File: src/hw/rtl/rau_pkg.sv
// Package with the command codes and shared types of the rational arithmetic unit.
`timescale 1ns / 1ps
package rau_pkg;
  typedef enum logic [2:0] {
    CMD_REDUCE = 3'd0,
    CMD_ADD    = 3'd1,
    CMD_SUB    = 3'd2,
    CMD_MUL    = 3'd3,
    CMD_DIV    = 3'd4,
    CMD_POW    = 3'd5
  } cmd_t;
  localparam int IO_WIDTH = 32;
  localparam int EXP_WIDTH = 6;
endpackage

File: src/hw/rtl/rau_if.sv
// Valid/ready channel interfaces for request and result items.
`timescale 1ns / 1ps
interface rau_req_if;
  logic                                valid;
  logic                                ready;
  logic [2:0]                          command;
  logic signed [rau_pkg::IO_WIDTH-1:0] a_num;
  logic signed [rau_pkg::IO_WIDTH-1:0] a_den;
  logic signed [rau_pkg::IO_WIDTH-1:0] b_num;
  logic signed [rau_pkg::IO_WIDTH-1:0] b_den;
  logic signed [rau_pkg::EXP_WIDTH-1:0] exponent;
  modport source (output valid, command, a_num, a_den, b_num, b_den, exponent, input ready);
  modport sink (input valid, command, a_num, a_den, b_num, b_den, exponent, output ready);
endinterface

interface rau_res_if;
  logic                                valid;
  logic                                ready;
  logic signed [rau_pkg::IO_WIDTH-1:0] res_num;
  logic signed [rau_pkg::IO_WIDTH-1:0] res_den;
  logic                                zero_by_zero;
  modport source (output valid, res_num, res_den, zero_by_zero, input ready);
  modport sink (input valid, res_num, res_den, zero_by_zero, output ready);
endinterface

File: src/hw/rtl/rational_arith_unit.sv
// Top level of the rational arithmetic unit: sequencer, multiplier and reduction.
`timescale 1ns / 1ps
// The block takes one item at a time and is not ready while it works on it. A
// request runs through a small sequencer that shares one DATA_WIDTH multiplier
// (one product per cycle, registered) and one radix-2 divider. Reduction runs
// Euclid's algorithm by repeated modulo on the divider, then divides numerator
// and denominator by the GCD; at 32 bits the number of Euclid steps stays below
// about 46. Add and subtract take three products, multiply and divide two,
// before one reduction; power reduces the base and then runs up to MAX_POWER-1
// rounds of two products and one reduction. The result is held in an output
// register and the next item is taken once it has left. A result of 0/0 sets
// zero_by_zero with both result fields zero.
module rational_arith_unit #(
  parameter int DATA_WIDTH = 32,
  parameter int MAX_POWER  = 31
) (
  input  logic   clk,
  input  logic   rst_n,
  rau_req_if.sink   in_req,
  rau_res_if.source out_res
);
  localparam int W  = DATA_WIDTH;
  localparam int IW = rau_pkg::IO_WIDTH;
  localparam int EW = rau_pkg::EXP_WIDTH;
  localparam int PW = $clog2(MAX_POWER + 1) > EW ? $clog2(MAX_POWER + 1) : EW;

  typedef enum logic [11:0] {
    S_IDLE  = 12'b000000000001,
    S_MUL0  = 12'b000000000010,
    S_MUL1  = 12'b000000000100,
    S_MUL2  = 12'b000000001000,
    S_RSTART= 12'b000000010000,
    S_GCD   = 12'b000000100000,
    S_DIVN  = 12'b000001000000,
    S_DIVD  = 12'b000010000000,
    S_RFIN  = 12'b000100000000,
    S_POWNX = 12'b001000000000,
    S_FIN   = 12'b010000000000,
    S_OUT   = 12'b100000000000
  } state_t;

  state_t state_r, state_nxt;
  logic [2:0]    cmd_r;
  logic [W-1:0]  an_r, ad_r, bn_r, bd_r;
  logic [PW-1:0] pw_r, pw_nxt;
  logic          negexp_r;
  logic [W-1:0]  rn_r, rn_nxt, rd_r, rd_nxt;   // fraction under reduction
  logic          rneg_r, rneg_nxt;
  logic [W-1:0]  ga_r, ga_nxt, gb_r, gb_nxt;   // Euclid pair
  logic [W-1:0]  tmp_r, tmp_nxt;
  logic          base_done_r, base_done_nxt;
  logic [W-1:0]  basen_r, basen_nxt, based_r, based_nxt;
  logic          zz_r, zz_nxt;
  logic [IW-1:0] on_r, on_nxt, od_r, od_nxt;
  logic          ov_r, ov_nxt;
  logic          div_issued_r, div_issued_nxt;

  // Shared multiplier.
  logic [W-1:0]   mul_a, mul_b, prod;
  logic [2*W-1:0] prod_full;
  assign prod_full = mul_a * mul_b;
  assign prod = prod_full[W-1:0];

  // Shared divider.
  logic         dv_start, dv_done;
  logic [W-1:0] dv_x, dv_y, dv_q, dv_rem;
  rau_divider #(.W(W)) u_div (
    .clk(clk), .rst_n(rst_n), .start(dv_start), .dividend(dv_x), .divisor(dv_y),
    .done(dv_done), .quotient(dv_q), .remainder(dv_rem)
  );

  function automatic logic [W-1:0] mag(input logic [W-1:0] v);
    mag = v[W-1] ? (~v + 1'b1) : v;
  endfunction

  function automatic logic [W-1:0] from_io(input logic [IW-1:0] v);
    logic [IW+W-1:0] e;
    e = {{W{v[IW-1]}}, v};
    from_io = e[W-1:0];
  endfunction

  function automatic logic [IW-1:0] to_io(input logic [W-1:0] v);
    logic [IW+W-1:0] e;
    e = {{IW{v[W-1]}}, v};
    to_io = e[IW-1:0];
  endfunction

  logic [EW-1:0] e_mag;
  assign e_mag = in_req.exponent[EW-1] ? (~in_req.exponent + 1'b1) : in_req.exponent;
  assign in_req.ready = (state_r == S_IDLE) && !ov_r;

  always_comb begin
    state_nxt = state_r;
    pw_nxt = pw_r;
    rn_nxt = rn_r; rd_nxt = rd_r; rneg_nxt = rneg_r;
    ga_nxt = ga_r; gb_nxt = gb_r; tmp_nxt = tmp_r;
    base_done_nxt = base_done_r;
    basen_nxt = basen_r; based_nxt = based_r;
    zz_nxt = zz_r; on_nxt = on_r; od_nxt = od_r; ov_nxt = ov_r;
    div_issued_nxt = div_issued_r;
    mul_a = an_r; mul_b = bd_r;
    dv_start = 1'b0; dv_x = ga_r; dv_y = gb_r;
    if (ov_r && out_res.ready) ov_nxt = 1'b0;
    unique case (state_r)
      S_IDLE: begin
        if (in_req.valid && in_req.ready) begin
          base_done_nxt = 1'b0;
          if (e_mag == '0) pw_nxt = '0;
          else if (PW'(e_mag) > PW'(MAX_POWER)) pw_nxt = PW'(MAX_POWER);
          else pw_nxt = PW'(e_mag);
          unique case (in_req.command)
            rau_pkg::CMD_ADD, rau_pkg::CMD_SUB, rau_pkg::CMD_MUL, rau_pkg::CMD_DIV:
              state_nxt = S_MUL0;
            default: begin
              rn_nxt = from_io(in_req.a_num);
              rd_nxt = from_io(in_req.a_den);
              state_nxt = S_RSTART;
            end
          endcase
        end
      end
      S_MUL0: begin
        // Denominator for add/sub/mul, swapped operand for divide.
        mul_a = ad_r;
        mul_b = (cmd_r == rau_pkg::CMD_DIV) ? bn_r : bd_r;
        rd_nxt = prod;
        state_nxt = S_MUL1;
      end
      S_MUL1: begin
        mul_a = an_r;
        mul_b = (cmd_r == rau_pkg::CMD_DIV) ? bd_r :
                (cmd_r == rau_pkg::CMD_MUL) ? bn_r : bd_r;
        rn_nxt = prod;
        state_nxt = (cmd_r == rau_pkg::CMD_ADD || cmd_r == rau_pkg::CMD_SUB) ? S_MUL2 : S_RSTART;
      end
      S_MUL2: begin
        mul_a = ad_r;
        mul_b = (cmd_r == rau_pkg::CMD_SUB) ? (~bn_r + 1'b1) : bn_r;
        rn_nxt = rn_r + prod;
        state_nxt = S_RSTART;
      end
      S_RSTART: begin
        rneg_nxt = rn_r[W-1] ^ rd_r[W-1];
        rn_nxt = mag(rn_r);
        rd_nxt = mag(rd_r);
        ga_nxt = mag(rn_r);
        gb_nxt = mag(rd_r);
        div_issued_nxt = 1'b0;
        state_nxt = S_GCD;
      end
      S_GCD: begin
        // Euclid: (a, b) <- (b, a mod b) until b is zero.
        if (gb_r == '0) begin
          if (ga_r == '0) begin
            zz_nxt = 1'b1;
            rn_nxt = '0;
            rd_nxt = '0;
            state_nxt = S_RFIN;
          end else begin
            dv_start = 1'b1; dv_x = rn_r; dv_y = ga_r;
            div_issued_nxt = 1'b1;
            zz_nxt = 1'b0;
            state_nxt = S_DIVN;
          end
        end else if (!div_issued_r) begin
          dv_start = 1'b1;
          div_issued_nxt = 1'b1;
        end else if (dv_done) begin
          ga_nxt = gb_r;
          gb_nxt = dv_rem;
          div_issued_nxt = 1'b0;
        end
      end
      S_DIVN: begin
        if (dv_done) begin
          rn_nxt = dv_q;
          dv_start = 1'b1; dv_x = rd_r; dv_y = ga_r;
          state_nxt = S_DIVD;
        end
      end
      S_DIVD: begin
        if (dv_done) begin
          rd_nxt = dv_q;
          rn_nxt = rneg_r ? (~rn_r + 1'b1) : rn_r;
          state_nxt = S_RFIN;
        end
      end
      S_RFIN: begin
        if (cmd_r != rau_pkg::CMD_POW || zz_r) begin
          state_nxt = S_FIN;
        end else if (!base_done_r) begin
          base_done_nxt = 1'b1;
          basen_nxt = rn_r;
          based_nxt = rd_r;
          if (pw_r == '0) begin
            rn_nxt = W'(1);
            rd_nxt = W'(1);
            state_nxt = S_FIN;
          end else begin
            state_nxt = S_POWNX;
          end
        end else begin
          state_nxt = S_POWNX;
        end
      end
      S_POWNX: begin
        if (pw_r <= PW'(1)) begin
          if (negexp_r) begin
            if (rn_r[W-1]) begin
              rn_nxt = ~rd_r + 1'b1;
              rd_nxt = ~rn_r + 1'b1;
            end else begin
              rn_nxt = rd_r;
              rd_nxt = rn_r;
            end
          end
          state_nxt = S_FIN;
        end else begin
          // r = base * r: numerator product now, denominator next cycle.
          mul_a = basen_r; mul_b = rn_r;
          rn_nxt = prod;
          tmp_nxt = rd_r;
          pw_nxt = pw_r - 1'b1;
          state_nxt = S_OUT;
        end
      end
      S_OUT: begin
        // Denominator product of a power round.
        mul_a = based_r; mul_b = tmp_r;
        rd_nxt = prod;
        state_nxt = S_RSTART;
      end
      S_FIN: begin
        if (!ov_r) begin
          on_nxt = to_io(rn_r);
          od_nxt = to_io(rd_r);
          ov_nxt = 1'b1;
          state_nxt = S_IDLE;
        end
      end
      default: state_nxt = S_IDLE;
    endcase
  end

  always_ff @(posedge clk) begin
    if (!rst_n) begin
      state_r <= S_IDLE;
      ov_r <= 1'b0;
      div_issued_r <= 1'b0;
      base_done_r <= 1'b0;
    end else begin
      state_r <= state_nxt;
      ov_r <= ov_nxt;
      div_issued_r <= div_issued_nxt;
      base_done_r <= base_done_nxt;
    end
    if (in_req.valid && in_req.ready) begin
      cmd_r <= in_req.command;
      an_r <= from_io(in_req.a_num);
      ad_r <= from_io(in_req.a_den);
      bn_r <= from_io(in_req.b_num);
      bd_r <= from_io(in_req.b_den);
      negexp_r <= in_req.exponent[EW-1];
      zz_r <= 1'b0;
    end else begin
      zz_r <= zz_nxt;
    end
    pw_r <= pw_nxt;
    rn_r <= rn_nxt; rd_r <= rd_nxt; rneg_r <= rneg_nxt;
    ga_r <= ga_nxt; gb_r <= gb_nxt; tmp_r <= tmp_nxt;
    basen_r <= basen_nxt; based_r <= based_nxt;
    on_r <= on_nxt; od_r <= od_nxt;
  end

  assign out_res.valid = ov_r;
  assign out_res.res_num = on_r;
  assign out_res.res_den = od_r;
  assign out_res.zero_by_zero = zz_r;

  a_ready_idle: assert property (@(posedge clk) disable iff (!rst_n)
    in_req.ready |-> state_r == S_IDLE && !ov_r) else $error("ready while busy");
  a_zz_zero: assert property (@(posedge clk) disable iff (!rst_n)
    ov_r && zz_r |-> on_r == '0 && od_r == '0) else $error("0/0 result not zero");
  a_accept_leaves: assert property (@(posedge clk) disable iff (!rst_n)
    in_req.valid && in_req.ready |=> state_r != S_IDLE) else $error("accept did not start");
endmodule

File: src/hw/rtl/rau_divider.sv
// Restoring radix-2 divider: one quotient bit per cycle.
`timescale 1ns / 1ps
module rau_divider #(
  parameter int W = 32
) (
  input  logic         clk,
  input  logic         rst_n,
  input  logic         start,
  input  logic [W-1:0] dividend,
  input  logic [W-1:0] divisor,
  output logic         done,
  output logic [W-1:0] quotient,
  output logic [W-1:0] remainder
);
  localparam int CW = $clog2(W + 1);
  logic [W-1:0]  q_r, q_nxt, d_r, d_nxt;
  logic [W:0]    rem_r, rem_nxt, trial;
  logic [CW-1:0] cnt_r, cnt_nxt;
  logic          busy_r, busy_nxt, done_r, done_nxt;

  always_comb begin
    q_nxt = q_r;
    d_nxt = d_r;
    rem_nxt = rem_r;
    cnt_nxt = cnt_r;
    busy_nxt = busy_r;
    done_nxt = 1'b0;
    trial = {rem_r[W-1:0], q_r[W-1]} - {1'b0, d_r};
    if (start) begin
      q_nxt = dividend;
      d_nxt = divisor;
      rem_nxt = '0;
      cnt_nxt = CW'(W);
      busy_nxt = 1'b1;
    end else if (busy_r) begin
      if (trial[W]) begin
        rem_nxt = {rem_r[W-1:0], q_r[W-1]};
        q_nxt = {q_r[W-2:0], 1'b0};
      end else begin
        rem_nxt = trial;
        q_nxt = {q_r[W-2:0], 1'b1};
      end
      cnt_nxt = cnt_r - 1'b1;
      if (cnt_r == CW'(1)) begin
        busy_nxt = 1'b0;
        done_nxt = 1'b1;
      end
    end
  end

  always_ff @(posedge clk) begin
    if (!rst_n) begin
      busy_r <= 1'b0;
      done_r <= 1'b0;
      cnt_r <= '0;
    end else begin
      busy_r <= busy_nxt;
      done_r <= done_nxt;
      cnt_r <= cnt_nxt;
    end
    q_r <= q_nxt;
    d_r <= d_nxt;
    rem_r <= rem_nxt;
  end

  assign done = done_r;
  assign quotient = q_r;
  assign remainder = rem_r[W-1:0];

  a_done_idle: assert property (@(posedge clk) disable iff (!rst_n) done_r |-> !busy_r)
    else $error("divider done while busy");
  a_count_zero: assert property (@(posedge clk) disable iff (!rst_n) !busy_r && !start |=> cnt_r == $past(cnt_r))
    else $error("divider counter moved while idle");
  a_busy_count: assert property (@(posedge clk) disable iff (!rst_n) busy_r |-> cnt_r != '0)
    else $error("divider busy with zero count");
endmodule
File: src/flat_wrapper.sv
// flat-port wrapper written by rule: the top's interface ports become plain ports
module rational_arith_unit_flat 
#(
  parameter int DATA_WIDTH = 32,
  parameter int MAX_POWER  = 31
)
  (clk, rst_n, in_req_valid, in_req_command, in_req_a_num, in_req_a_den, in_req_b_num, in_req_b_den, in_req_exponent, in_req_ready, out_res_valid, out_res_res_num, out_res_res_den, out_res_zero_by_zero, out_res_ready);
  rau_req_if in_req_i ();
  rau_res_if out_res_i ();
  input  logic clk;
  input  logic rst_n;
  input wire logic [$bits(in_req_i.valid)-1:0] in_req_valid;
  input wire logic [$bits(in_req_i.command)-1:0] in_req_command;
  input wire logic [$bits(in_req_i.a_num)-1:0] in_req_a_num;
  input wire logic [$bits(in_req_i.a_den)-1:0] in_req_a_den;
  input wire logic [$bits(in_req_i.b_num)-1:0] in_req_b_num;
  input wire logic [$bits(in_req_i.b_den)-1:0] in_req_b_den;
  input wire logic [$bits(in_req_i.exponent)-1:0] in_req_exponent;
  output wire logic [$bits(in_req_i.ready)-1:0] in_req_ready;
  output wire logic [$bits(out_res_i.valid)-1:0] out_res_valid;
  output wire logic [$bits(out_res_i.res_num)-1:0] out_res_res_num;
  output wire logic [$bits(out_res_i.res_den)-1:0] out_res_res_den;
  output wire logic [$bits(out_res_i.zero_by_zero)-1:0] out_res_zero_by_zero;
  input wire logic [$bits(out_res_i.ready)-1:0] out_res_ready;
  assign in_req_i.valid = in_req_valid;
  assign in_req_i.command = in_req_command;
  assign in_req_i.a_num = in_req_a_num;
  assign in_req_i.a_den = in_req_a_den;
  assign in_req_i.b_num = in_req_b_num;
  assign in_req_i.b_den = in_req_b_den;
  assign in_req_i.exponent = in_req_exponent;
  assign in_req_ready = in_req_i.ready;
  assign out_res_valid = out_res_i.valid;
  assign out_res_res_num = out_res_i.res_num;
  assign out_res_res_den = out_res_i.res_den;
  assign out_res_zero_by_zero = out_res_i.zero_by_zero;
  assign out_res_i.ready = out_res_ready;
  rational_arith_unit #(.DATA_WIDTH(DATA_WIDTH), .MAX_POWER(MAX_POWER)) u_core (.clk(clk), .rst_n(rst_n), .in_req(in_req_i), .out_res(out_res_i));
endmodule
File: config.mk
export PLATFORM = sky130hd
export DESIGN_NAME = rational_arith_unit_flat
export DESIGN_NICKNAME = d
export VERILOG_FILES = /design/src/hw/rtl/rau_pkg.sv /design/src/hw/rtl/rau_if.sv /design/src/hw/rtl/rational_arith_unit.sv /design/src/hw/rtl/rau_divider.sv /design/src/flat_wrapper.sv
export SDC_FILE = /design/constraint.sdc
export NUM_CORES = 2
export LEC_CHECK = 0
export ABC_AREA = 0
export BUFFER_PORTS_ARGS = -buffer_cell sky130_fd_sc_hd__buf_2
export CAP_MARGIN = 5
export CORE_MARGIN = 1
export CORE_UTILIZATION = 25
export DETAILED_ROUTE_END_ITERATION = 8
export GPL_TIMING_DRIVEN = 0
export SYNTH_ARGS = -nofsm -noshare
export SYNTH_HDL_FRONTEND = slang
export SYNTH_HIERARCHICAL = 1
export SYNTH_SLANG_ARGS = --single-unit
File: constraint.sdc
create_clock -name clk -period 23.5 [get_ports clk]
set_input_delay 7.05 -clock clk [delete_from_list [all_inputs] [get_ports clk]]
set_output_delay 7.05 -clock clk [all_outputs]
set_load 0.005 [all_outputs]
==> run_results.csv <==
group,metric,value,unit
outcome,status,"complete, but fails checks",
outcome,violations,"design-rule violations",
logic_synthesis,syn_avg_cell_area,9.71,um^2
die,die_h,429,um
sta,tightestPinTransition,1.49,ns
placed_design,dpl.hpwl,162000,um
logic_synthesis,ys_async_sr_fraction,0,%
die,core,181000,um^2
routing,drtPass1Iterations,9,
logic_synthesis,yosys_warnings,6,
cts,cts_max_level,2,
logic_synthesis,syn_nets,5451,
sta,fmax,69.6,MHz
layout,syn_to_final_growth,13.9,%
logic_synthesis,syn_inst,4703,
logic_synthesis,syn-cell-area,45700,um^2
cts,cts_tree,"built",
worst_setup_path,worst_r2r_endpoint,"u_core/rn_r[31]",
worst_setup_path,path_max_fanout,41,
worst_setup_path,rr_worst_depth,45,
sta,period_needed,14.36,ns
die,start_util,25.2,%
routing,drt-total-wl,196000,um
logic_synthesis,synth-main-ff-cell,"edfxtp_1",
cts,post_cts_buffers,0,
placed_design,place.port_buffers,207,
cts,cts.sinks,547,
routing,via_per_inst,5.15,
worst_setup_path,reg2reg_slack,9.14,ns
cts,ctsHoldBuffers,0,
placed_design,gp_congestion,0.980,
worst_hold_path,hp-class,"reg2reg",
routing,wire_per_inst,26.4,um
layout,finalNetCount,5742,
die,die_w,429,um
routing,drtAntennaViolNets,0,
worst_setup_path,crit_arrival,14.72,ns
worst_setup_path,critPathKind,"reg2reg",
sta,fin_setup_tns,0,ns
worst_setup_path,required,23.86,ns
worst_setup_path,cp_slowest_stage_delay,1.15,ns
flow_run,drv_cap,0,
cts,clock_latency,0.69,ns
die,row_count,156,
worst_setup_path,cpMaxStageDelayCell,"a221oi_1",
routing,drt_iter0_markers,4855,
global_routing,grt_pass1_wl,276000,um
sta,rsz0062_at_grt,"false",
layout,drive_gt1_share,9.42,%
routing,vias,38200,
cts,clk_pin_slew,0.06,ns
sta,fin_skew,0.0720,ns
global_routing,overflow,0,
cts,cts.path.max_buffers,3,
worst_setup_path,timing.rr.start,"u_core/pw_r[4]",
die,dieArea,184000,um^2
logic_synthesis,synth_edf_count,491,
worst_hold_path,hp-start,"u_core/u_div/cnt_r[0]",
logic_synthesis,yosysSeqAreaShare,34.7,%
logic_synthesis,yosysUniqueCellTypes,111,
die,pin_count,208,
global_routing,grt_pass1_vias,38300,
cts,cts_root_buf,"clkbuf_16",
sta,slew_headroom,0.499,%
cts,cts_buffers,55,
worst_setup_path,crit_path_frequent_cell,"inv_1",
layout,final_common_cell,"nand2_1",
sta,finalSetupViolations,0,
sta,slew_viol_final,0,
worst_hold_path,min_to,"u_core/u_div/cnt_r[0]",
global_routing,grt_max_degree,84,
global_routing,grt_usage,20.8,%
routing,drc,11,
worst_hold_path,min_path_cells,2,
sta,fin_crit_sh,61.1,%
sta,hold_violations,0,
worst_setup_path,critPathCaptureType,"flop",
global_routing,antenna_found_initial,37,
layout,layout_common_cells,"602 x nand2_1, 586 x inv_1, 498 x nor2_1",
worst_setup_path,start_kind,"flop",
cts,cts-resized-gates,0,
logic_synthesis,synth-seq-cells,547,
-- critical path, delay by kind of cell (launching register included) --
| family | cells | cell delay, ns |
|---|---|---|
| buffers and inverters | 11 | 2.21 |
| adders and majority gates | 10 | 4.31 |
| AOI/OAI and AO/OA | 11 | 4.05 |
| DFF | 1 | 0.43 |
| xor gates and xnor gates | 3 | 0.88 |
| and+or+nand+nor | 10 | 2.09 |
-- Yosys cell counts, types with 24 or more instances --
cell / count / area share [%]
nor3_1: 45 / 0.49
nand2b_1: 27 / 0.37
a221oi_1: 41 / 0.79
or3_1: 40 / 0.55
a222oi_1: 66 / 1.4
xor2_1: 133 / 2.6
fa_1: 410 / 18
edfxtp_1: 491 / 32
clkbuf_1: 196 / 1.6
nand2_1: 602 / 4.9
a21oi_1: 265 / 2.9
xnor2_1: 132 / 2.5
a22oi_1: 28 / 0.46
mux2_2: 35 / 0.86
ha_1: 197 / 5.4
a21o_1: 38 / 0.62
o221ai_1: 35 / 0.67
nor2b_1: 24 / 0.33
a211oi_1: 48 / 0.79
inv_1: 587 / 4.8
o21ai_0: 164 / 1.8
and3_1: 38 / 0.52
nand3_1: 53 / 0.58
mux2i_1: 34 / 0.75
nor4_1: 32 / 0.44
dfxtp_1: 56 / 2.5
nor2_1: 499 / 4.1
and2_1: 31 / 0.42
o211ai_1: 25 / 0.41
buf_2: 24 / 0.26
-- cell type report --
cell class	instances	area (um^2)
clock inverter	33	400
sequential	547	15900
fill	19000	129000
buffer	245	1050
inverter	588	2210
timing repair buffer	234	1400
multi-input combinational	3323	26600
clock buffer	70	1450
tap	2370	2970
antenna	17	42.5
-- worst max path at each step --
| stage | depth (start not counted) | slack [ns] | endpoint | start |
|---|---|---|---|---|
| after floorplan | 4 | 9.71 | u_core/rd_r[0] | in_req_valid |
| after global placement | 5 | 5.15 | u_core/rd_r[26] | in_req_valid |
| after detailed placement | 45 | 9.58 | u_core/rn_r[31] | u_core/pw_r[4] |
| after CTS | 45 | 9.51 | u_core/rn_r[31] | u_core/pw_r[4] |
| after global routing | 45 | 8.74 | u_core/rn_r[31] | u_core/pw_r[4] |
| final | 45 | 9.14 | u_core/rn_r[31] | u_core/pw_r[4] |
-- registers in the layout, indices dropped and copies added, names as in the netlist, 6 cells and up --
name                    count
u_core/tmp_r               32
u_core/rn_r                32
u_core/u_div/quotient      32
u_core/bn_r                32
u_core/ga_r                32
u_core/rd_r                32
u_core/u_div/cnt_r          6
u_core/out_res.res_num     32
u_core/u_div/rem_r         32
u_core/state_r             12
u_core/gb_r                32
u_core/an_r                32
u_core/ad_r                32
u_core/based_r             32
u_core/pw_r                 6
u_core/u_div/d_r           32
u_core/out_res.res_den     32
u_core/basen_r             32
u_core/bd_r                32
-- per-layer routing --
metal  wire [um]  global-route usage (%)  vias to the layer above
met5           0                       0                        -
met4       16000                    14.6                        0
met3       13100                    2.30                      504
met2       95000                    35.9                     2030
met1       71600                    24.0                    19000
li1            -                       -                    16700
-- metrics by stage --
stage                     std cells  util (%)  area [um^2]  hold WS, ns  worst slack (ns)
final                          7427      28.7        52000        0.493              9.14
after global routing           7417      28.7        52000        0.517              8.74
after CTS                      7410      28.7        52000        0.500              9.51
after detailed placement       7307      27.7        50100        0.492              9.58
after global placement         7280      27.4        49700        0.476              5.15
after floorplan                4703         -        45700        0.454              9.71
-- logic make-up after synthesis --
family	Yosys count	synth area share [%]
AO/OA/AOI/OAI	892	13.3
XOR/XNOR	270	5.33
adder cells (fa/ha/maj)	607	23.4
buffers and inverters	833	7.13
flip-flops	547	34.7
multiplexers	69	1.61
AND/OR/NAND/NOR	1485	14.5
Power is left out: the tool's default activity adds up to more than one toggle a clock period on the data nets, which glitch-free logic cannot reach.
